==> src/lsmm_pkg.sv <==
// shared types and constants for the line sensor min/max threshold block
// no dependencies
`default_nettype none

package lsmm_pkg;

    localparam int DEF_NUM_CHANNELS = 8;
    localparam int DEF_ADC_BITS     = 12;

    localparam int CHANNEL_W   = 3;
    localparam int SAMPLE_W    = 12;
    localparam int MASK_W      = 8;
    localparam int S_TDATA_W   = 16;
    localparam int M_TDATA_W   = 16;

    typedef enum logic [0:0] {
        CMD_SAMPLE = 1'b0,
        CMD_TOGGLE = 1'b1
    } t_cmd;

    typedef enum logic [0:0] {
        MODE_RUN = 1'b0,
        MODE_CAL = 1'b1
    } t_mode;

    typedef struct packed {
        t_cmd                 cmd;
        logic [CHANNEL_W-1:0] channel;
        logic [SAMPLE_W-1:0]  sample;
        logic                 frame_end;
    } t_item;

    typedef struct packed {
        logic cal_upd;
        logic clr_ext;
    } t_store_ctl;

endpackage

`default_nettype wire

==> src/lsmm_in_stage.sv <==
// input register stage holding one accepted transaction
// depends on lsmm_pkg
`default_nettype none

module lsmm_in_stage
    import lsmm_pkg::*;
(
    input  wire   i_clk,
    input  wire   i_rst_n,
    input  wire   i_in_valid,
    input  t_item i_item,
    input  wire   i_take,
    output logic  o_ready,
    output logic  o_valid,
    output t_item o_item
);

    logic  r_valid;
    t_item r_item;

    assign o_ready = !r_valid || i_take;
    assign o_valid = r_valid;
    assign o_item  = r_item;

    always_ff @(posedge i_clk) begin
        if (!i_rst_n) begin
            r_valid <= 1'b0;
        end else if (o_ready) begin
            r_valid <= i_in_valid;
        end
    end

    always_ff @(posedge i_clk) begin
        if (o_ready && i_in_valid) begin
            r_item <= i_item;
        end
    end

endmodule

`default_nettype wire

==> src/lsmm_chan_store.sv <==
// per-channel threshold, maximum and minimum registers with calibration update
// depends on lsmm_pkg
`default_nettype none

module lsmm_chan_store
    import lsmm_pkg::*;
#(
    parameter int NUM_CHANNELS = DEF_NUM_CHANNELS,
    parameter int ADC_BITS     = DEF_ADC_BITS,
    localparam int CH_W        = (NUM_CHANNELS > 1) ? $clog2(NUM_CHANNELS) : 1
) (
    input  wire                 i_clk,
    input  wire                 i_rst_n,
    input  t_store_ctl          i_ctl,
    input  wire  [CH_W-1:0]     i_idx,
    input  wire  [ADC_BITS-1:0] i_sample,
    output logic [ADC_BITS-1:0] o_thr
);

    localparam logic [ADC_BITS-1:0] MID_SCALE  = ADC_BITS'(1) << (ADC_BITS - 1);
    localparam logic [ADC_BITS-1:0] FULL_SCALE = '1;

    logic [ADC_BITS-1:0] r_thr [NUM_CHANNELS];
    logic [ADC_BITS-1:0] r_max [NUM_CHANNELS];
    logic [ADC_BITS-1:0] r_min [NUM_CHANNELS];

    logic [ADC_BITS-1:0] n_max;
    logic [ADC_BITS-1:0] n_min;
    logic [ADC_BITS:0]   n_sum;

    assign o_thr = r_thr[i_idx];

    always_comb begin
        n_max = (r_max[i_idx] < i_sample) ? i_sample : r_max[i_idx];
        n_min = (r_min[i_idx] > i_sample) ? i_sample : r_min[i_idx];
        n_sum = {1'b0, n_max} + {1'b0, n_min};
    end

    always_ff @(posedge i_clk) begin
        if (!i_rst_n) begin
            for (int k = 0; k < NUM_CHANNELS; k++) begin
                r_thr[k] <= MID_SCALE;
                r_max[k] <= '0;
                r_min[k] <= FULL_SCALE;
            end
        end else if (i_ctl.clr_ext) begin
            for (int k = 0; k < NUM_CHANNELS; k++) begin
                r_max[k] <= '0;
                r_min[k] <= FULL_SCALE;
            end
        end else if (i_ctl.cal_upd) begin
            r_max[i_idx] <= n_max;
            r_min[i_idx] <= n_min;
            r_thr[i_idx] <= n_sum[ADC_BITS:1];
        end
    end

endmodule

`default_nettype wire

==> src/line_sensor_minmax_calibrated_threshold.sv <==
// line sensor thresholding with min/max midpoint calibration, top level
// input and output are registered; per-channel state is read and written in the same cycle
// throughput: one input transaction per cycle while the output is not stalled
// reset: synchronous active low; thresholds to mid-scale, maxima to zero, minima to full scale,
// mask cleared, run mode, both register stages emptied
// depends on lsmm_pkg, lsmm_in_stage, lsmm_chan_store
`default_nettype none

module line_sensor_minmax_calibrated_threshold
    import lsmm_pkg::*;
#(
    parameter int NUM_CHANNELS = DEF_NUM_CHANNELS,
    parameter int ADC_BITS     = DEF_ADC_BITS
) (
    input  wire                  i_clk,
    input  wire                  i_rst_n,
    input  wire                  s_axis_tvalid,
    output logic                 s_axis_tready,
    input  wire  [S_TDATA_W-1:0] s_axis_tdata,   // channel[2:0], sample[14:3], zero pad
    input  wire                  s_axis_tuser,   // cmd
    input  wire                  s_axis_tlast,   // frame_end
    output logic                 m_axis_tvalid,
    input  wire                  m_axis_tready,
    output logic [M_TDATA_W-1:0] m_axis_tdata,   // line_mask[7:0], mode[8], zero pad
    output logic                 m_axis_tuser    // is_mode_change
);

    localparam int CH_W = (NUM_CHANNELS > 1) ? $clog2(NUM_CHANNELS) : 1;

    t_item               w_in_item;
    t_item               w_item;
    logic                w_item_valid;
    logic                w_take;
    t_store_ctl          w_ctl;
    logic [CH_W-1:0]     w_idx;
    logic [ADC_BITS-1:0] w_sample;
    logic [ADC_BITS-1:0] w_thr;
    logic                w_ch_ok;

    t_mode               r_mode;
    t_mode               n_mode;
    logic [MASK_W-1:0]   r_mask;
    logic [MASK_W-1:0]   n_mask;
    logic [MASK_W-1:0]   w_mask_hit;

    logic                r_out_valid;
    logic [MASK_W-1:0]   r_out_mask;
    t_mode               r_out_mode;
    logic                r_out_chg;
    logic                n_res;
    logic [MASK_W-1:0]   n_res_mask;
    t_mode               n_res_mode;
    logic                n_res_chg;

    assign w_in_item.cmd       = t_cmd'(s_axis_tuser);
    assign w_in_item.channel   = s_axis_tdata[CHANNEL_W-1:0];
    assign w_in_item.sample    = s_axis_tdata[CHANNEL_W+SAMPLE_W-1:CHANNEL_W];
    assign w_in_item.frame_end = s_axis_tlast;

    lsmm_in_stage u_in_stage (
        .i_clk      (i_clk),
        .i_rst_n    (i_rst_n),
        .i_in_valid (s_axis_tvalid),
        .i_item     (w_in_item),
        .i_take     (w_take),
        .o_ready    (s_axis_tready),
        .o_valid    (w_item_valid),
        .o_item     (w_item)
    );

    assign w_take   = w_item_valid && (!r_out_valid || m_axis_tready);
    assign w_idx    = CH_W'(w_item.channel);
    assign w_sample = ADC_BITS'(w_item.sample);
    assign w_ch_ok  = (int'(w_item.channel) < NUM_CHANNELS) && (int'(w_item.channel) < MASK_W);

    lsmm_chan_store #(
        .NUM_CHANNELS (NUM_CHANNELS),
        .ADC_BITS     (ADC_BITS)
    ) u_chan_store (
        .i_clk    (i_clk),
        .i_rst_n  (i_rst_n),
        .i_ctl    (w_ctl),
        .i_idx    (w_idx),
        .i_sample (w_sample),
        .o_thr    (w_thr)
    );

    always_comb begin
        w_mask_hit = '0;
        if (w_ch_ok && (w_sample > w_thr)) begin
            w_mask_hit = MASK_W'(1) << w_item.channel;
        end
        w_ctl      = '0;
        n_mode     = r_mode;
        n_mask     = r_mask;
        n_res      = 1'b0;
        n_res_mask = '0;
        n_res_mode = MODE_RUN;
        n_res_chg  = 1'b0;
        if (w_take) begin
            if (w_item.cmd == CMD_TOGGLE) begin
                n_mask = '0;
                if (r_mode == MODE_RUN) begin
                    w_ctl.clr_ext = 1'b1;
                    n_mode        = MODE_CAL;
                end else begin
                    n_mode    = MODE_RUN;
                    n_res     = 1'b1;
                    n_res_chg = 1'b1;
                end
            end else if (r_mode == MODE_CAL) begin
                w_ctl.cal_upd = w_ch_ok;
            end else if (w_item.frame_end) begin
                n_res      = 1'b1;
                n_res_mask = r_mask | w_mask_hit;
                n_mask     = '0;
            end else begin
                n_mask = r_mask | w_mask_hit;
            end
        end
    end

    always_ff @(posedge i_clk) begin
        if (!i_rst_n) begin
            r_mode      <= MODE_RUN;
            r_mask      <= '0;
            r_out_valid <= 1'b0;
        end else begin
            r_mode <= n_mode;
            r_mask <= n_mask;
            if (n_res) begin
                r_out_valid <= 1'b1;
            end else if (m_axis_tready) begin
                r_out_valid <= 1'b0;
            end
        end
    end

    always_ff @(posedge i_clk) begin
        if (n_res) begin
            r_out_mask <= n_res_mask;
            r_out_mode <= n_res_mode;
            r_out_chg  <= n_res_chg;
        end
    end

    assign m_axis_tvalid = r_out_valid;
    assign m_axis_tdata  = {{(M_TDATA_W - MASK_W - 1){1'b0}}, r_out_mode, r_out_mask};
    assign m_axis_tuser  = r_out_chg;

endmodule

`default_nettype wire
==> config.mk <==
export PLATFORM = sky130hd
export DESIGN_NAME = line_sensor_minmax_calibrated_threshold
export DESIGN_NICKNAME = d
export VERILOG_FILES = /design/src/lsmm_pkg.sv /design/src/lsmm_in_stage.sv /design/src/lsmm_chan_store.sv /design/src/line_sensor_minmax_calibrated_threshold.sv
export SDC_FILE = /design/constraint.sdc
export NUM_CORES = 1
export LEC_CHECK = 0
export BUFFER_PORTS_ARGS = -buffer_cell sky130_fd_sc_hd__buf_2
export CAP_MARGIN = 20
export CORE_ASPECT_RATIO = 1.4
export CORE_UTILIZATION = 35
export CTS_BUF_LIST = sky130_fd_sc_hd__clkbuf_2 sky130_fd_sc_hd__clkbuf_4 sky130_fd_sc_hd__clkbuf_8
export CTS_CLUSTER_DIAMETER = 200
export DETAILED_ROUTE_END_ITERATION = 7
export MAX_ROUTING_LAYER = met4
export PLACE_DENSITY = 0.61
export SETUP_SLACK_MARGIN = 0.02
export SLEW_MARGIN = 20
export SYNTH_ARGS = -nofsm -noshare
export SYNTH_HDL_FRONTEND = slang
export SYNTH_SLANG_ARGS = --single-unit
==> constraint.sdc <==
create_clock -name i_clk -period 18 [get_ports i_clk]
set_input_delay 1.8 -clock i_clk [delete_from_list [all_inputs] [get_ports i_clk]]
set_output_delay 1.8 -clock i_clk [all_outputs]
set_load 0.005 [all_outputs]
Yosys cells after proc, flatten, opt, wreduce, memory -nomap -nowiden
Memory sizes are Yosys's and may differ from the RTL's. A register that Yosys moved wholly into a read port is not among the register bits. Cells that the tools add are included.

Bits in registers: 37. RAM bits: 288. Input port bits: 22. Memories: 3.

Memories: u_chan_store.r_max (depth 8, width 12, read ports 1, clocked after Yosys merged registers in 1, wr ports 8, RTL line lsmm_chan_store.sv:24) `logic [ADC_BITS-1:0] r_max [NUM_CHANNELS];`; u_chan_store.r_min (depth 8, width 12, read ports 1, clocked after Yosys merged registers in 1, wr ports 8, RTL line lsmm_chan_store.sv:25) `logic [ADC_BITS-1:0] r_min [NUM_CHANNELS];`; u_chan_store.r_thr (depth 8, width 12, read ports 1, clocked after Yosys merged registers in 1, wr ports 8, RTL line lsmm_chan_store.sv:23) `logic [ADC_BITS-1:0] r_thr [NUM_CHANNELS];`.

Add/sub/neg operators: 1. Magnitude comparators: 3. Equality and inequality tests: 1. Shift operators: 1. Mux-type cells: 53. Bitwise logic cells: 19. Reduce and logical (&&, ||, !) cells: 13.

Operator list (number): 2-to-1 mux 12 bit (21); OR reduction 12 bit (3); 2-to-1 mux 8 bit (4); greater-than comparator 12 bit (2); 2-to-1 mux 1 bit (21); 2-to-1 mux 3 bit (6); bitwise OR 1 bit (16); adder 12 x 12 -> 13 bit (1); less-than comparator 12 bit (1); bitwise OR 8 bit (1); << shifter 1 x 3 -> 8 bit, first input constant (1); AND reduction 2 bit (2); OR reduction 4 bit (1); logical AND 1 bit (2); logical NOT 1 bit (2); logical OR 1 bit (2); 2-to-1 mux 2 bit (1); inequality test 2 x 1 -> 1 bit, second input constant (1); inverter 1 bit (2); nonzero test 2 bit (1).

Logic depth before layout (Yosys ltp)
Word-level depth: 10. Mapped depth: 22.

Cells and area by module
From an unflattened synthesis, not the netlist that was laid out.

Cells, all modules: 1193. Area total of the unflattened synthesis: 14726.6 um^2.

By module, submodules not included: lsmm_chan_store (times used 1, cells an instance 1053, area each 12976.2 um^2, seq. area each 8648.3 um^2); line_sensor_minmax_calibrated_threshold (times used 1, cells an instance 118, area each 1182.4 um^2, seq. area each 470.5 um^2); lsmm_in_stage (times used 1, cells an instance 22, area each 568.0 um^2, seq. area each 530.5 um^2).

Worst setup path before layout
Ideal clock, no wire load.

Kind: register to register. Start point: register with a tool-made name. End point: memory u_chan_store.r_thr[0][11] in the netlist's numbering (data pin). Library setup time: 0.265 ns. Data arrival time: 5.996 ns. Data required time: 17.735 ns. Path slack: 11.739 ns. Stages on the path, launching flop included: 21. Clock period less this slack: 6.261 ns. Path through: dfxtp_1 clkbuf_1 buf_1 mux4_2 mux2_2 ha_1 a21oi_1 a2111o_1 o21ai_2 buf_6 mux2i_1 inv_1 fa_1 a21o_1 a21oi_1 o21bai_1 maj3_2 a211o_1 a31oi_1 nor2b_1 or3_1.

RTL lines (RTL line): end: declaration (lsmm_chan_store.sv:23).

==> out/metrics.cfg <==
[run_status]
status=finished, final reports clean

[clock_tree]
clk_pin_slew_ps=70
cts_root_buf=clkbuf_8
cts_sinks=328
cts_tree=yes
post_cts_buffers=0
cts_max_path_buffers=3
cts_resized=0
cts_buffers=48
insertion_delay_ps=600
hold_buffers=0
htreeDepth=2

[power_and_ir_drop]
leakage_uw=0.00586
powerDensity_mw_per_mm2=102
power.share.sequential_pct=49.2
p_int_uw=1300
peakVddDrop_mv=0.0609
power_frac_comb_pct=14.2
p_sw_share_pct=26.5
p_clk_share_pct=36.5
switchingPower_uw=469

[sta]
tns_ps=0
maxClockFrequency_mhz=131
finalSetupViolCount=0
rsz0062_at_grt=no
slew_headroom_pct=27.7
finalCritPeriodShare_pct=42.4
finClkSkew_ps=30.4
maxSlewViolCount=0
hold_viol=0
hold_ws_ps=534
min_period_ps=7630
worst_pin_slew_ps=1090

[critical_path]
critical_path_required_ps=18350
endpoint_kind=flip-flop
critPathMaxFanout=48
worst_setup_path_start_kind=flip-flop
rrSetupSlack_ps=10370
endpoint=u_chan_store.r_thr[6][11]$_SDFFCE_PN1P_
timing.rr.end=u_chan_store.r_thr[6][11]$_SDFFCE_PN1P_
worstSetupPathType=reg2reg
worstPathArrival_ps=7980
reg2reg_depth=18

[final_layout]
mostFrequentLayoutCells=edfxtp_1, nor2_1, nand2_1
design_area_mm2=0.0173
areaGrowthSynthToFinish_pct=11.3
final_common_cell=edfxtp_1
layout.nets=1247
drive_gt1_share_pct=20.7

[drt]
drtPass1Iterations=5
drt_iter0_markers=587
dr_total_vias=9295
drt.antenna.violating_nets=0
wirelength_mm=37.9
routedWlPerCell_um=21.3
viasPerCell=5.23
drc_errors=0

[synthesis]
yosysSeqAreaShare_pct=62.4
synth_edf_count=314
syn_area_mm2=0.0156
ys_types=63
yosysTopAreaCell=edfxtp_1
synth_ff_type=edfxtp_1
yosys_warnings=0
syn_inst=1134
synthArstFlopShare_pct=0
yosys_register_bits=328
synth.top_cell.area_share_pct=60.6
syn_avg_cell_area_um2=13.7
synthTopCellsByArea=edfxtp_1, mux4_2, nor2_1, ha_1, nand2_1

[floorplan]
start_util_pct=35.4
die_w_um=180
core-area_mm2=0.0439
die_h_um=251
fp.dieArea_mm2=0.0453
io_pins=41
row_count=91

[run]
cap_violations=0

[placement]
dp_hpwl_mm=24.0
port_buffers=31
placed_area_mm2=0.0163
place.gp.congestion=0.813

[worst_hold_path]
hold_depth=2
hold_path.class=reg2reg

[grt]
grt_max_degree=49
antenna_found_initial=1
overflow=0
track_usage_pct=17.4
grt_pass1_wl_mm=56.7
grt_pass1_vias=9590

[logic make-up (layout without fill, tap and decap cells)]
group / Yosys count / count (layout) / share of synthesized area (%)
xor gates and xnor gates: 11 / 11 / 0.716
other: 1 / 9 / 0.0241
muxes: 136 / 136 / 14.3
adders and majority gates: 46 / 46 / 3.74
buffers and inverters: 102 / 180 / 3.27
AOI/OAI and AO/OA: 85 / 85 / 3.92
and+or+nand+nor: 425 / 425 / 11.6
DFF: 328 / 328 / 62.4
[per-layer routing]
layer | wire length (um) | global-route usage (%)
met4 | 1080 | 6.40
met3 | 1620 | 2.37
met2 | 20600 | 32.2
met1 | 14600 | 18.9
met5 | 0 | -
[per-stage QoR]
step / utilization [%] / instances / power (uW) / setup slack (ps)
after CTS: 39.3 / 1776 / 1780 / 10240
after detailed placement: 37.0 / 1687 / 1140 / 10230
final: 39.4 / 1778 / 1770 / 10370
after global placement: 37.0 / 1687 / 1130 / 10340
after floorplan: - / 1141 / 1070 / 11740
after global routing: 39.4 / 1778 / 1840 / 9850
[worst max-delay path, cell delays in order, from the launching register on]
cell	delay, ps
dfxtp_4	630
buf_4	830
mux4_2	630
mux2_2	300
ha_1	310
nand4_1	210
a2111o_1	390
o21ai_2	800
mux2i_1	720
inv_1	190
fa_1	480
a21o_1	180
a21oi_1	210
o21bai_1	110
maj3_2	350
a211o_1	350
a31oi_1	180
nor2b_1	130
or3_1	330
[cell type report]
type,instances,area (um2)
inverter,36,135
timing repair buffer,55,335
clock inverter,25,245
sequential,328,9720
multi-input combinational,711,5390
clock buffer,64,787
tap,558,698
antenna,1,2.50
fill,4171,26600
[state kept, by name (all words and copies together), names as in the netlist, named ones only]
register / flops
u_chan_store.r_max: 96
u_chan_store.r_min: 96
u_chan_store.r_thr: 96
u_in_stage.o_item: 17
r_mask: 8
r_out_mask: 8
m_axis_tuser: 1
m_axis_tvalid: 1
r_mode: 1
u_in_stage.o_valid: 1
[synth_stat cells (10+ instances only)]
library cell  count
and2_1           13
ha_1             44
mux2_2           23
nor2b_1          19
clkbuf_1         33
nand2_1         140
mux2i_1          45
a21o_1           10
inv_1            36
edfxtp_1        314
buf_4            13
a21oi_1          30
dfxtp_1          14
nor2_1          203
mux4_2           66
[how the worst min path moves through the flow]
| stage | startpoint | to | slack (ps) |
|---|---|---|---|
| after floorplan | r_mask[0]$_SDFFE_PN0P_ | r_mask[0]$_SDFFE_PN0P_ | 500 |
| after global placement | r_mask[4]$_SDFFE_PN0P_ | r_mask[4]$_SDFFE_PN0P_ | 520 |
| after detailed placement | r_mask[1]$_SDFFE_PN0P_ | r_mask[1]$_SDFFE_PN0P_ | 520 |
| after CTS | r_mask[1]$_SDFFE_PN0P_ | r_mask[1]$_SDFFE_PN0P_ | 540 |
| after global routing | r_mask[6]$_SDFFE_PN0P_ | r_mask[6]$_SDFFE_PN0P_ | 570 |
| final | r_mask[1]$_SDFFE_PN0P_ | r_mask[1]$_SDFFE_PN0P_ | 530 |
[power groups by stage]
stage,Clock (uW),Sequential (uW),Combinational (uW)
after floorplan,0,877,192
after global placement,0,886,249
after detailed placement,0,887,251
after CTS,661,871,253
after global routing,687,873,277
final,647,871,252
(Power assumes the default switching activity.)
